===== src/hdl/fjop_pkg.sv =====
// Shared constants, types and helper functions for the flat JSON object parser.
`timescale 1ns / 1ps
package fjop_pkg;

  // Whitespace run store
  localparam int RUN_MAX = 32;
  localparam int RUN_W   = $clog2(RUN_MAX + 1);

  // Parse phases
  localparam logic [3:0] PH_OPEN   = 4'd0;
  localparam logic [3:0] PH_FIRST  = 4'd1;
  localparam logic [3:0] PH_KEY    = 4'd2;
  localparam logic [3:0] PH_STR    = 4'd3;
  localparam logic [3:0] PH_ESC    = 4'd4;
  localparam logic [3:0] PH_HEX    = 4'd5;
  localparam logic [3:0] PH_COLON  = 4'd6;
  localparam logic [3:0] PH_VALUE  = 4'd7;
  localparam logic [3:0] PH_BARE   = 4'd8;
  localparam logic [3:0] PH_AFTER  = 4'd9;
  localparam logic [3:0] PH_DONE   = 4'd10;
  localparam logic [3:0] PH_REJECT = 4'd11;

  // Result kinds
  localparam logic [2:0] K_KEY  = 3'd0;
  localparam logic [2:0] K_VAL  = 3'd1;
  localparam logic [2:0] K_PAIR = 3'd2;
  localparam logic [2:0] K_ACC  = 3'd3;
  localparam logic [2:0] K_REJ  = 3'd4;

  // Command codes on the input channel
  localparam logic CMD_TEXT = 1'b0;
  localparam logic CMD_END  = 1'b1;

  // Characters
  localparam logic [7:0] CH_SPACE  = 8'h20;
  localparam logic [7:0] CH_TAB    = 8'h09;
  localparam logic [7:0] CH_CR     = 8'h0D;
  localparam logic [7:0] CH_LF     = 8'h0A;
  localparam logic [7:0] CH_BS     = 8'h08;
  localparam logic [7:0] CH_FF     = 8'h0C;
  localparam logic [7:0] CH_LBRACE = 8'h7B;
  localparam logic [7:0] CH_RBRACE = 8'h7D;
  localparam logic [7:0] CH_QUOTE  = 8'h22;
  localparam logic [7:0] CH_BSLASH = 8'h5C;
  localparam logic [7:0] CH_SLASH  = 8'h2F;
  localparam logic [7:0] CH_COLON  = 8'h3A;
  localparam logic [7:0] CH_COMMA  = 8'h2C;
  localparam logic [7:0] CH_LOW_B  = 8'h62;
  localparam logic [7:0] CH_LOW_F  = 8'h66;
  localparam logic [7:0] CH_LOW_N  = 8'h6E;
  localparam logic [7:0] CH_LOW_R  = 8'h72;
  localparam logic [7:0] CH_LOW_T  = 8'h74;
  localparam logic [7:0] CH_LOW_U  = 8'h75;

  // UTF-8 lead and continuation marks
  localparam logic [7:0]  UTF_LEAD2 = 8'hC0;
  localparam logic [7:0]  UTF_LEAD3 = 8'hE0;
  localparam logic [7:0]  UTF_CONT  = 8'h80;
  localparam logic [15:0] UTF_ONE_LIMIT = 16'h0080;
  localparam logic [15:0] UTF_TWO_LIMIT = 16'h0800;

  // Controller to datapath
  typedef struct packed {
    logic accept;  // latch the current request and its result plan
    logic pop;     // move the next planned result into the output register
  } fjop_cmd_t;

  // Datapath to controller
  typedef struct packed {
    logic gen_any;    // the presented request produces at least one result
    logic plan_any;   // results still waiting in the plan
    logic plan_last;  // exactly one result left in the plan
    logic out_free;   // output register can be loaded this cycle
  } fjop_stat_t;

  function automatic logic is_ws(input logic [7:0] c);
    return (c == CH_SPACE) || (c == CH_TAB) || (c == CH_CR) || (c == CH_LF);
  endfunction

  // {valid, nibble}
  function automatic logic [4:0] hex_val(input logic [7:0] c);
    logic [4:0] r;
    r = 5'd0;
    if (c >= 8'h30 && c <= 8'h39) begin
      r = {1'b1, 4'(c - 8'h30)};
    end else if (c >= 8'h61 && c <= 8'h66) begin
      r = {1'b1, 4'(c - 8'h57)};
    end else if (c >= 8'h41 && c <= 8'h46) begin
      r = {1'b1, 4'(c - 8'h37)};
    end
    return r;
  endfunction

endpackage


===== src/hdl/fjop_ctrl.sv =====
// Controller: accepts one request at a time and sequences its results out.
`timescale 1ns / 1ps
module fjop_ctrl (
  input  logic               clk,
  input  logic               rst,
  input  logic               in_valid,
  output logic               in_ready,
  input  fjop_pkg::fjop_stat_t stat,
  output fjop_pkg::fjop_cmd_t  cmd
);
  import fjop_pkg::*;

  localparam logic ST_IDLE = 1'b0;
  localparam logic ST_EMIT = 1'b1;

  logic state;
  logic state_next;

  assign in_ready   = (state == ST_IDLE);
  assign cmd.accept = (state == ST_IDLE) && in_valid;
  assign cmd.pop    = (state == ST_EMIT) && stat.out_free && stat.plan_any;

  always_comb begin
    state_next = state;
    unique case (state)
      ST_IDLE: begin
        if (in_valid && stat.gen_any) state_next = ST_EMIT;
      end
      ST_EMIT: begin
        if (cmd.pop && stat.plan_last) state_next = ST_IDLE;
      end
      default: state_next = ST_IDLE;
    endcase
  end

  always_ff @(posedge clk) begin
    if (rst) begin
      state <= ST_IDLE;
    end else begin
      state <= state_next;
    end
  end

endmodule


===== src/hdl/fjop_dp.sv =====
// Datapath: parse state, whitespace run store, result plan and output register.
`timescale 1ns / 1ps
module fjop_dp (
  input  logic                 clk,
  input  logic                 rst,
  input  fjop_pkg::fjop_cmd_t  cmd,
  output fjop_pkg::fjop_stat_t stat,
  input  logic                 in_cmd,
  input  logic [7:0]           in_byte,
  output logic                 out_valid,
  input  logic                 out_ready,
  output logic [2:0]           out_kind,
  output logic [7:0]           out_byte,
  output logic                 out_last
);
  import fjop_pkg::*;

  // Parse state
  logic [3:0]         phase,      phase_next;
  logic               in_value,   in_value_next;
  logic [1:0]         hex_count,  hex_count_next;
  logic [15:0]        code_point, code_point_next;
  logic [RUN_W-1:0]   run_len,    run_len_next;
  logic [RUN_MAX-1:0] run_kinds,  run_kinds_next;

  // Plan decoded for the presented request
  logic       flush;
  logic [1:0] tail_cnt_new;
  logic [2:0] tail_kind_new [3];
  logic [7:0] tail_byte_new [3];

  // Plan registers
  logic [RUN_W-1:0]   run_left;
  logic [RUN_MAX-1:0] run_bits;
  logic [1:0]         tail_cnt;
  logic [2:0]         tail_kind [3];
  logic [7:0]         tail_byte [3];

  logic [2:0]  str_kind;
  logic [4:0]  hv;
  logic [15:0] cp;

  assign str_kind = in_value ? K_VAL : K_KEY;
  assign hv       = hex_val(in_byte);
  assign cp       = {code_point[11:0], hv[3:0]};

  always_comb begin
    phase_next      = phase;
    in_value_next   = in_value;
    hex_count_next  = hex_count;
    code_point_next = code_point;
    run_len_next    = run_len;
    run_kinds_next  = run_kinds;
    flush           = 1'b0;
    tail_cnt_new    = 2'd0;
    for (int i = 0; i < 3; i++) begin
      tail_kind_new[i] = K_KEY;
      tail_byte_new[i] = 8'd0;
    end

    if (in_cmd == CMD_END) begin
      tail_cnt_new     = 2'd1;
      tail_kind_new[0] = (phase == PH_DONE) ? K_ACC : K_REJ;
      phase_next       = PH_OPEN;
      in_value_next    = 1'b0;
      hex_count_next   = 2'd0;
      code_point_next  = 16'd0;
      run_len_next     = '0;
      run_kinds_next   = '0;
    end else begin
      unique case (phase)
        PH_OPEN: begin
          if (!is_ws(in_byte)) phase_next = (in_byte == CH_LBRACE) ? PH_FIRST : PH_REJECT;
        end
        PH_FIRST: begin
          if (!is_ws(in_byte)) begin
            if (in_byte == CH_RBRACE) begin
              phase_next = PH_DONE;
            end else if (in_byte == CH_QUOTE) begin
              in_value_next = 1'b0;
              phase_next    = PH_STR;
            end else begin
              phase_next = PH_REJECT;
            end
          end
        end
        PH_KEY: begin
          if (!is_ws(in_byte)) begin
            if (in_byte == CH_QUOTE) begin
              in_value_next = 1'b0;
              phase_next    = PH_STR;
            end else begin
              phase_next = PH_REJECT;
            end
          end
        end
        PH_STR: begin
          if (in_byte == CH_QUOTE) begin
            if (in_value) begin
              tail_cnt_new     = 2'd1;
              tail_kind_new[0] = K_PAIR;
              phase_next       = PH_AFTER;
            end else begin
              phase_next = PH_COLON;
            end
          end else if (in_byte == CH_BSLASH) begin
            phase_next = PH_ESC;
          end else begin
            tail_cnt_new     = 2'd1;
            tail_kind_new[0] = str_kind;
            tail_byte_new[0] = in_byte;
          end
        end
        PH_ESC: begin
          tail_kind_new[0] = str_kind;
          phase_next       = PH_STR;
          tail_cnt_new     = 2'd1;
          priority case (in_byte)
            CH_QUOTE:  tail_byte_new[0] = CH_QUOTE;
            CH_BSLASH: tail_byte_new[0] = CH_BSLASH;
            CH_SLASH:  tail_byte_new[0] = CH_SLASH;
            CH_LOW_B:  tail_byte_new[0] = CH_BS;
            CH_LOW_F:  tail_byte_new[0] = CH_FF;
            CH_LOW_N:  tail_byte_new[0] = CH_LF;
            CH_LOW_R:  tail_byte_new[0] = CH_CR;
            CH_LOW_T:  tail_byte_new[0] = CH_TAB;
            CH_LOW_U: begin
              tail_cnt_new    = 2'd0;
              hex_count_next  = 2'd0;
              code_point_next = 16'd0;
              phase_next      = PH_HEX;
            end
            default: begin
              tail_cnt_new = 2'd0;
              phase_next   = PH_REJECT;
            end
          endcase
        end
        PH_HEX: begin
          if (!hv[4]) begin
            phase_next = PH_REJECT;
          end else if (hex_count != 2'd3) begin
            hex_count_next  = hex_count + 2'd1;
            code_point_next = cp;
          end else begin
            hex_count_next  = 2'd0;
            code_point_next = 16'd0;
            phase_next      = PH_STR;
            for (int i = 0; i < 3; i++) tail_kind_new[i] = str_kind;
            if (cp < UTF_ONE_LIMIT) begin
              tail_cnt_new     = 2'd1;
              tail_byte_new[0] = cp[7:0];
            end else if (cp < UTF_TWO_LIMIT) begin
              tail_cnt_new     = 2'd2;
              tail_byte_new[0] = UTF_LEAD2 | {3'd0, cp[10:6]};
              tail_byte_new[1] = UTF_CONT | {2'd0, cp[5:0]};
            end else begin
              tail_cnt_new     = 2'd3;
              tail_byte_new[0] = UTF_LEAD3 | {4'd0, cp[15:12]};
              tail_byte_new[1] = UTF_CONT | {2'd0, cp[11:6]};
              tail_byte_new[2] = UTF_CONT | {2'd0, cp[5:0]};
            end
          end
        end
        PH_COLON: begin
          if (!is_ws(in_byte)) phase_next = (in_byte == CH_COLON) ? PH_VALUE : PH_REJECT;
        end
        PH_VALUE: begin
          if (!is_ws(in_byte)) begin
            if (in_byte == CH_QUOTE) begin
              in_value_next = 1'b1;
              phase_next    = PH_STR;
            end else if (in_byte == CH_COMMA || in_byte == CH_RBRACE) begin
              phase_next = PH_REJECT;
            end else begin
              in_value_next    = 1'b1;
              run_len_next     = '0;
              run_kinds_next   = '0;
              tail_cnt_new     = 2'd1;
              tail_kind_new[0] = K_VAL;
              tail_byte_new[0] = in_byte;
              phase_next       = PH_BARE;
            end
          end
        end
        PH_BARE: begin
          if (in_byte == CH_COMMA || in_byte == CH_RBRACE) begin
            // held run is trailing: dropped
            run_len_next     = '0;
            run_kinds_next   = '0;
            tail_cnt_new     = 2'd1;
            tail_kind_new[0] = K_PAIR;
            phase_next       = (in_byte == CH_COMMA) ? PH_KEY : PH_DONE;
          end else if (in_byte == CH_SPACE || in_byte == CH_TAB) begin
            if (run_len >= RUN_W'(RUN_MAX)) begin
              phase_next = PH_REJECT;
            end else begin
              if (in_byte == CH_TAB) run_kinds_next = run_kinds | (RUN_MAX'(1) << run_len);
              run_len_next = run_len + RUN_W'(1);
            end
          end else begin
            // inner run: send the held bytes ahead of this one
            flush            = 1'b1;
            run_len_next     = '0;
            run_kinds_next   = '0;
            tail_cnt_new     = 2'd1;
            tail_kind_new[0] = K_VAL;
            tail_byte_new[0] = in_byte;
          end
        end
        PH_AFTER: begin
          if (!is_ws(in_byte)) begin
            if (in_byte == CH_COMMA)       phase_next = PH_KEY;
            else if (in_byte == CH_RBRACE) phase_next = PH_DONE;
            else                           phase_next = PH_REJECT;
          end
        end
        PH_DONE:   phase_next = PH_DONE;
        PH_REJECT: phase_next = PH_REJECT;
        default:   phase_next = PH_REJECT;
      endcase
    end
  end

  assign stat.gen_any   = (tail_cnt_new != 2'd0) || (flush && (run_len != '0));
  assign stat.plan_any  = (run_left != '0) || (tail_cnt != 2'd0);
  assign stat.plan_last = ((run_left == RUN_W'(1)) && (tail_cnt == 2'd0)) ||
                          ((run_left == '0) && (tail_cnt == 2'd1));
  assign stat.out_free  = !out_valid || out_ready;

  // Parse state and plan control
  always_ff @(posedge clk) begin
    if (rst) begin
      phase      <= PH_OPEN;
      in_value   <= 1'b0;
      hex_count  <= 2'd0;
      code_point <= 16'd0;
      run_len    <= '0;
      run_kinds  <= '0;
      run_left   <= '0;
      tail_cnt   <= 2'd0;
      out_valid  <= 1'b0;
    end else begin
      if (cmd.accept) begin
        phase      <= phase_next;
        in_value   <= in_value_next;
        hex_count  <= hex_count_next;
        code_point <= code_point_next;
        run_len    <= run_len_next;
        run_kinds  <= run_kinds_next;
        run_left   <= flush ? run_len : '0;
        tail_cnt   <= tail_cnt_new;
      end else if (cmd.pop) begin
        if (run_left != '0) run_left <= run_left - RUN_W'(1);
        else                tail_cnt <= tail_cnt - 2'd1;
      end
      if (cmd.pop)        out_valid <= 1'b1;
      else if (out_ready) out_valid <= 1'b0;
    end
  end

  // Plan payload and output register
  always_ff @(posedge clk) begin
    if (cmd.accept) begin
      run_bits  <= run_kinds;
      tail_kind <= tail_kind_new;
      tail_byte <= tail_byte_new;
    end else if (cmd.pop) begin
      if (run_left != '0) begin
        run_bits <= run_bits >> 1;
      end else begin
        tail_kind[0] <= tail_kind[1];
        tail_kind[1] <= tail_kind[2];
        tail_byte[0] <= tail_byte[1];
        tail_byte[1] <= tail_byte[2];
      end
    end
    if (cmd.pop) begin
      out_last <= stat.plan_last;
      if (run_left != '0) begin
        out_kind <= K_VAL;
        out_byte <= run_bits[0] ? CH_TAB : CH_SPACE;
      end else begin
        out_kind <= tail_kind[0];
        out_byte <= tail_byte[0];
      end
    end
  end

endmodule


===== src/hdl/flat_json_object_parser.sv =====
// Top level of the flat JSON object parser: controller plus datapath.
`timescale 1ns / 1ps
// Usage:
//   Input channel s_axis_*: one request per accepted beat. tuser is the
//   command (0 text byte, 1 end of text); tdata is the text byte.
//   Output channel m_axis_*: one result per beat. tuser is the kind
//   (key byte, value byte, pair end, accepted, rejected), tdata the decoded
//   byte (zero for other kinds), tlast marks the final result of a request.
// Timing:
//   A request that yields no result leaves the controller idle. For a request
//   with N results the controller steps the result plan out one result per
//   cycle, while the output register is free, into the output register. N is
//   at most 3 for strings and escapes, and up to RUN_MAX + 1 when a held
//   space/tab run is flushed. The plan registers load on acceptance.
// Reset: rst (synchronous, active high) returns the parser to waiting for '{',
//   empties the run store and clears the output valid flag.
// Backpressure: when m_axis_tready is low the output register holds its
//   result and the plan stalls; s_axis_tready drops until all results of the
//   current request have been moved into the output register.
module flat_json_object_parser (
  input  logic       clk,
  input  logic       rst,
  input  logic       s_axis_tvalid,
  output logic       s_axis_tready,
  input  logic [7:0] s_axis_tdata,   // [7:0] data_byte
  input  logic       s_axis_tuser,   // [0] cmd
  output logic       m_axis_tvalid,
  input  logic       m_axis_tready,
  output logic [7:0] m_axis_tdata,   // [7:0] out_byte
  output logic [2:0] m_axis_tuser,   // [2:0] out_kind
  output logic       m_axis_tlast
);
  import fjop_pkg::*;

  fjop_cmd_t  cmd;
  fjop_stat_t stat;

  fjop_ctrl u_ctrl (
    .clk      (clk),
    .rst      (rst),
    .in_valid (s_axis_tvalid),
    .in_ready (s_axis_tready),
    .stat     (stat),
    .cmd      (cmd)
  );

  fjop_dp u_dp (
    .clk       (clk),
    .rst       (rst),
    .cmd       (cmd),
    .stat      (stat),
    .in_cmd    (s_axis_tuser),
    .in_byte   (s_axis_tdata),
    .out_valid (m_axis_tvalid),
    .out_ready (m_axis_tready),
    .out_kind  (m_axis_tuser),
    .out_byte  (m_axis_tdata),
    .out_last  (m_axis_tlast)
  );

  // Verdicts are always the only, hence last, result of their request
  a_verdict_last: assert property (@(posedge clk) disable iff (rst)
    m_axis_tvalid && (m_axis_tuser == K_ACC || m_axis_tuser == K_REJ) |-> m_axis_tlast)
    else $error("verdict result without tlast");

  // Only key and value results carry a byte
  a_zero_byte: assert property (@(posedge clk) disable iff (rst)
    m_axis_tvalid && m_axis_tuser != K_KEY && m_axis_tuser != K_VAL |-> m_axis_tdata == 8'd0)
    else $error("non-byte result with nonzero data");

  // An end request always produces a result, so the block must go busy
  a_end_busy: assert property (@(posedge clk) disable iff (rst)
    s_axis_tvalid && s_axis_tready && (s_axis_tuser == CMD_END) |=> !s_axis_tready)
    else $error("end request accepted without emitting a verdict");

  // Reset leaves the block idle with an empty output register
  a_reset_idle: assert property (@(posedge clk)
    rst |=> s_axis_tready && !m_axis_tvalid)
    else $error("block not idle after reset");

endmodule


===== config.mk =====
export PLATFORM = sky130hd
export DESIGN_NAME = flat_json_object_parser
export DESIGN_NICKNAME = d
export VERILOG_FILES = /design/src/hdl/fjop_pkg.sv /design/src/hdl/fjop_ctrl.sv /design/src/hdl/fjop_dp.sv /design/src/hdl/flat_json_object_parser.sv
export SDC_FILE = /design/constraint.sdc
export NUM_CORES = 1
export LEC_CHECK = 0
export ABC_AREA = 1
export ABC_CLOCK_PERIOD_IN_PS = 5740
export BUFFER_PORTS_ARGS = -buffer_cell sky130_fd_sc_hd__buf_4
export CAP_MARGIN = 5
export CORE_MARGIN = 2
export CORE_UTILIZATION = 60
export DETAILED_ROUTE_END_ITERATION = 10
export PLACE_DENSITY = 0.78
export SYNTH_ARGS = -nofsm -noshare
export SYNTH_HDL_FRONTEND = slang
export SYNTH_SLANG_ARGS = --single-unit

===== constraint.sdc =====
create_clock -name clk -period 5.74 [get_ports clk]
set_input_delay 0.287 -clock clk [delete_from_list [all_inputs] [get_ports clk]]
set_output_delay 0.287 -clock clk [all_outputs]
set_load 0.01 [all_outputs]

## Word level (Yosys, flattened, before mapping)

Cells that the tools add are included.

- Bits in registers: 144

- $add $sub $neg: 7
- Muxes and demuxes: 140
- Bitwise operators: 4
- Shift-type cells: 1
- Equality and inequality tests: 49
- Reductions and logical operators: 44
- Magnitude comparators: 9

Operators with widths:

| kind | number |
|---|---|
| $mux W32 | 11 |
| $mux W6 | 17 |
| $mux W4 | 22 |
| $mux W16 | 5 |
| $mux W8 | 10 |
| $eq A8 B7 Y1 const B | 9 |
| $mux W24 | 3 |
| $pmux W32 S2 | 1 |
| $pmux W7 S8 | 1 |
| $mux W12 | 4 |
| $pmux W4 S11 | 1 |
| $eq A8 B6 Y1 const B | 5 |
| $pmux W8 S5 | 1 |
| $mux W2 | 17 |
| $or A32 B32 Y32 | 1 |
| $shl A1 B6 Y32 const A | 1 |
| $ne A3 B3 Y1 const B | 10 |
| $mux W1 | 26 |
| $eq A8 B4 Y1 const B | 3 |
| $pmux W12 S2 | 1 |
| $mux W3 | 7 |
| $mux W9 | 2 |
| $eq A4 B3 Y1 const B | 4 |
| $ge A8 B7 Y1 const B | 2 |
| other kinds (53) | 90 |

## Depth between registers and ports, before layout

- Depth after elaboration: 17
- Mapped depth: 15
- Gate-level depth less buffers: 15

## Hierarchy

A second synthesis with hierarchy kept.

- Cell total of the unflattened synthesis: 995
- Area, all modules: 7,587.3 sq um

By module, submodules not included:

| module | seq. area each (sq um) | times used | area each (sq um) | cells an instance |
|---|---|---|---|---|
| fjop_dp | 3,453.3 | 1 | 7,521.0 | 985 |
| fjop_ctrl | 20.0 | 1 | 66.3 | 10 |

## Least setup slack after synthesis

Ideal clock, no wire load.

- Path kind: register to register
- From: register u_dp.run_left[0]
- To: register u_dp.run_left[1]
- Setup slack: 2,642 ps
- Setup time: 128 ps
- Clock period less this slack: 3,098 ps
- Path buffers: 0
- Stages on the path, launching flop included: 15
- Arrival: 2,971 ps
- Path through: dfxtp_1 -> inv_1 -> ha_1 -> inv_1 -> nor2_1 -> nand2_1 -> inv_1 -> nand2_1 -> nand2_1 -> nor2_1 -> nand2_1 -> nand2_1 -> inv_1 -> nor2_1 -> a21oi_1

RTL lines:

| what | line | source |
|---|---|---|
| start, declared | fjop_dp.sv:33 | `logic [RUN_W-1:0] run_left;` |
| start signal, assigned | fjop_dp.sv:251 | `run_left <= flush ? run_len : '0;` |
| start signal, assigned | fjop_dp.sv:254 | `if (run_left != '0) run_left <= run_left - RUN_W'(1);` |

==> results.toml <==
[sta]
max-slew-margin-rel_pct = 31.0
worst_pin_slew_ns = 1.03
fmax_mhz = 289
setup_viol = 0
setup-tns-final_ns = 0
min_period_ns = 3.46
min_period_over_period_pct = 60.3
hold_violations = 0
finalMaxSlewViolations = 0
clock_skew_ns = 0.00956
rsz0062_at_grt = "false"

[grt]
gr-usage-all-layers_pct = 26.0
antenna_found_initial = 0
globalRouteOverflowTotal = 0
grt_pass1_vias = 5701
grt_pass1_wl_um = 27500
grt_max_degree = 89

[route]
drt-met1-wl_um = 8000
drt-vias-per-instance = 5.43
drtAntennaViolNets = 0
vias = 6408
top_layer = "met4"
dr.pass1.iters = 7
drt_first_iter_violations = 708
wl_per_cell_um = 14.4
wl_met2_um = 7370
drc = 0
drt-total-wl_um = 17000
wl_met3_um = 1330

[logic_synthesis]
syn-num-nets = 1015
syn-mean-instance-area_um2 = 7.59
netlist_instances = 986
seq_area_frac_synth_pct = 46.4
synth_ff_type = "edfxtp_1"
synth_top_cell_by_area = "edfxtp_1"
synth_edf_count = 71
ys_warn_count = 0
synth_top_area_share_pct = 28.5
synth_cell_types = 43
synth_seq_cells = 138
netlist_area_um2 = 7490
synthArstFlopShare_pct = 0
netlist_top_cells_area = "edfxtp_1 28%, dfxtp_1 18%, nand2_1 12%"

[die]
die_h_um = 116
start_util_pct = 61.8
design.die.area_um2 = 13400
io_pins = 27
num_rows = 40
chipWidth_um = 116
core_area_um2 = 12100

[placement]
place.port_buffers = 26
placed_area_um2 = 7710
place_hpwl_um = 11500
gp_congestion = 0.908

[worst_setup_path]
path_class = "reg2reg"
cp_max_fo = 21
cp.arrival_ns = 3.76
crit_required_ns = 6.04
cp-start-kind = "flip-flop"
ff2ff_path_depth = 13
end_kind = "flip-flop"

[final_layout]
finalInstanceArea_um2 = 8330
final_common_cell = "nand2_1"
final_nets = 1029
drive_gt1_share_pct = 11.4
most-common-layout-cells = "241 x nand2_1, 127 x nor2_1, 118 x inv_1, 72 x a21oi_1"
areaGrowthSynthToFinish_pct = 11.3
antennaDiodeCount = 0

[clocking]
cts.repair.resized = 0
cts_tree = "yes"
ctsHoldBuffers = 0
clock_sinks = 138
clockBufferDepth = 2
cts-buffers-inserted = 17
path_clk_slew_ns = 0.06
insertion_delay_ns = 0.42
post_cts_buffers = 0
htree_levels = 4
root_buffer = "clkbuf_16"

[min_path]
hold_class = "in2reg"
whs_path_depth = 4

[pwr]
pwr-share-seq_pct = 43.9
p_leak_nw = 3.43
pwr-share-comb_pct = 13.0
ir_drop_mv = 0.149
switching_power_mw = 0.721
switching_share_pct = 27.0
intPower_mw = 1.95
powerDensity_nw_per_um2 = 320
p_clk_share_pct = 43.1

[flow_run]
max_cap_viol_count = 0

[run_status]
outcome = "finished clean"
-- cell type report --
class,count,area (µm²)
Inverter,132,497
Tap cell,168,210
Multi-Input combinational cell,683,3320
Sequential cell,138,3470
Clock buffer,18,439
Fill cell,1030,3780
Clock inverter,14,185
Timing Repair Buffer,28,210
-- per-layer routing --
metal  vias to the layer above  global-route usage, %
met4                         0                   8.57
met5                         -                      0
met3                        27                   5.23
li1                       3226                      -
met2                       231                   38.1
met1                      2924                   38.6
-- logic make-up (layout without fill, tap and decap cells) --
logic type,Yosys count,after routing,synth area share [%]
compound gates,180,180,13.5
simple gates,479,479,27.2
buf+inv,165,192,9.34
xor+xnor,8,8,0.936
fa+ha+maj,16,16,2.67
flops,138,138,46.4
-- cells in the mapped netlist (2+ instances only) --
cell / n
nand2_1: 242
nor2_1: 127
inv_1: 118
a21oi_1: 72
edfxtp_1: 71
o21ai_0: 71
dfxtp_1: 67
nand3_1: 66
clkbuf_1: 17
ha_1: 16
inv_2: 11
a21oi_2: 10
buf_6: 9
nor2_2: 9
nor3_1: 9
nand2_2: 8
nor2_4: 8
xor2_1: 7
a22oi_1: 4
o22ai_1: 4
o31ai_1: 4
buf_2: 3
nand4_1: 3
o21ai_1: 3
a2bb2oi_1: 2
buf_1: 2
clkinv_1: 2
nand2_4: 2
o2111ai_1: 2
o211ai_1: 2
o21a_1: 2
or2_2: 2
-- state kept, by name (all words and copies together), names as in the netlist --
register         count
u_dp.run_bits       32
u_dp.run_kinds      32
u_dp.tail_byte      22
u_dp.code_point     12
u_dp.out_byte        8
u_dp.run_left        6
u_dp.run_len         6
u_dp.tail_kind       5
u_dp.phase           4
u_dp.out_kind        3
u_dp.hex_count       2
u_dp.tail_cnt        2
u_ctrl.state         1
u_dp.in_value        1
u_dp.out_last        1
u_dp.out_valid       1
-- power groups by stage --
stage / clock network, mW / registers (mW) / logic, mW
final: 1.15 / 1.17 / 0.346
after global routing: 1.20 / 1.18 / 0.394
after CTS: 1.16 / 1.17 / 0.344
after detailed placement: 0 / 1.19 / 0.340
after global placement: 0 / 1.19 / 0.337
after floorplan: 0 / 1.18 / 0.258
-- stage by stage --
step	utilization, %	setup WS (ns)	instances	hold slack [ns]	power (mW)
2_1_floorplan	-	2.64	986	0.428	1.44
3_3_place_gp	63.6	2.44	1149	0.437	1.53
3_5_place_dp	63.6	2.37	1149	0.444	1.53
4_1_cts	68.8	2.27	1181	0.156	2.67
5_1_grt	68.8	1.84	1181	0.192	2.77
6_report	68.8	2.28	1181	0.163	2.67
-- critical path, stage by stage, from the launching register on --
cell	delay (ns)
dfxtp_1	0.35
inv_1	0.07
ha_1	0.21
inv_1	0.07
nor2_1	0.05
nand2_1	0.28
inv_1	0.17
nand2_1	0.11
nand2_1	0.08
nor2_1	0.78
nand2_1	0.22
nand2_1	0.67
o21a_1	0.21
a21oi_1	0.05
-- final timing paths --
| check | from | slack [ns] | endpoint |
|---|---|---|---|
| max | u_dp.run_left[0]$_SDFFE_PP0P_ | 2.28 | u_dp.tail_cnt[1]$_SDFFE_PP0P_ |
| min | m_axis_tready | 0.16 | u_dp.out_valid$_SDFFE_PP0P_ |
| max reg2reg | u_dp.run_left[0]$_SDFFE_PP0P_ | 2.28 | u_dp.tail_cnt[1]$_SDFFE_PP0P_ |
| min reg2reg | u_dp.run_kinds[11]$_SDFFE_PP0P_ | 0.45 | u_dp.run_kinds[11]$_SDFFE_PP0P_ |
(Power assumes the default switching activity.)
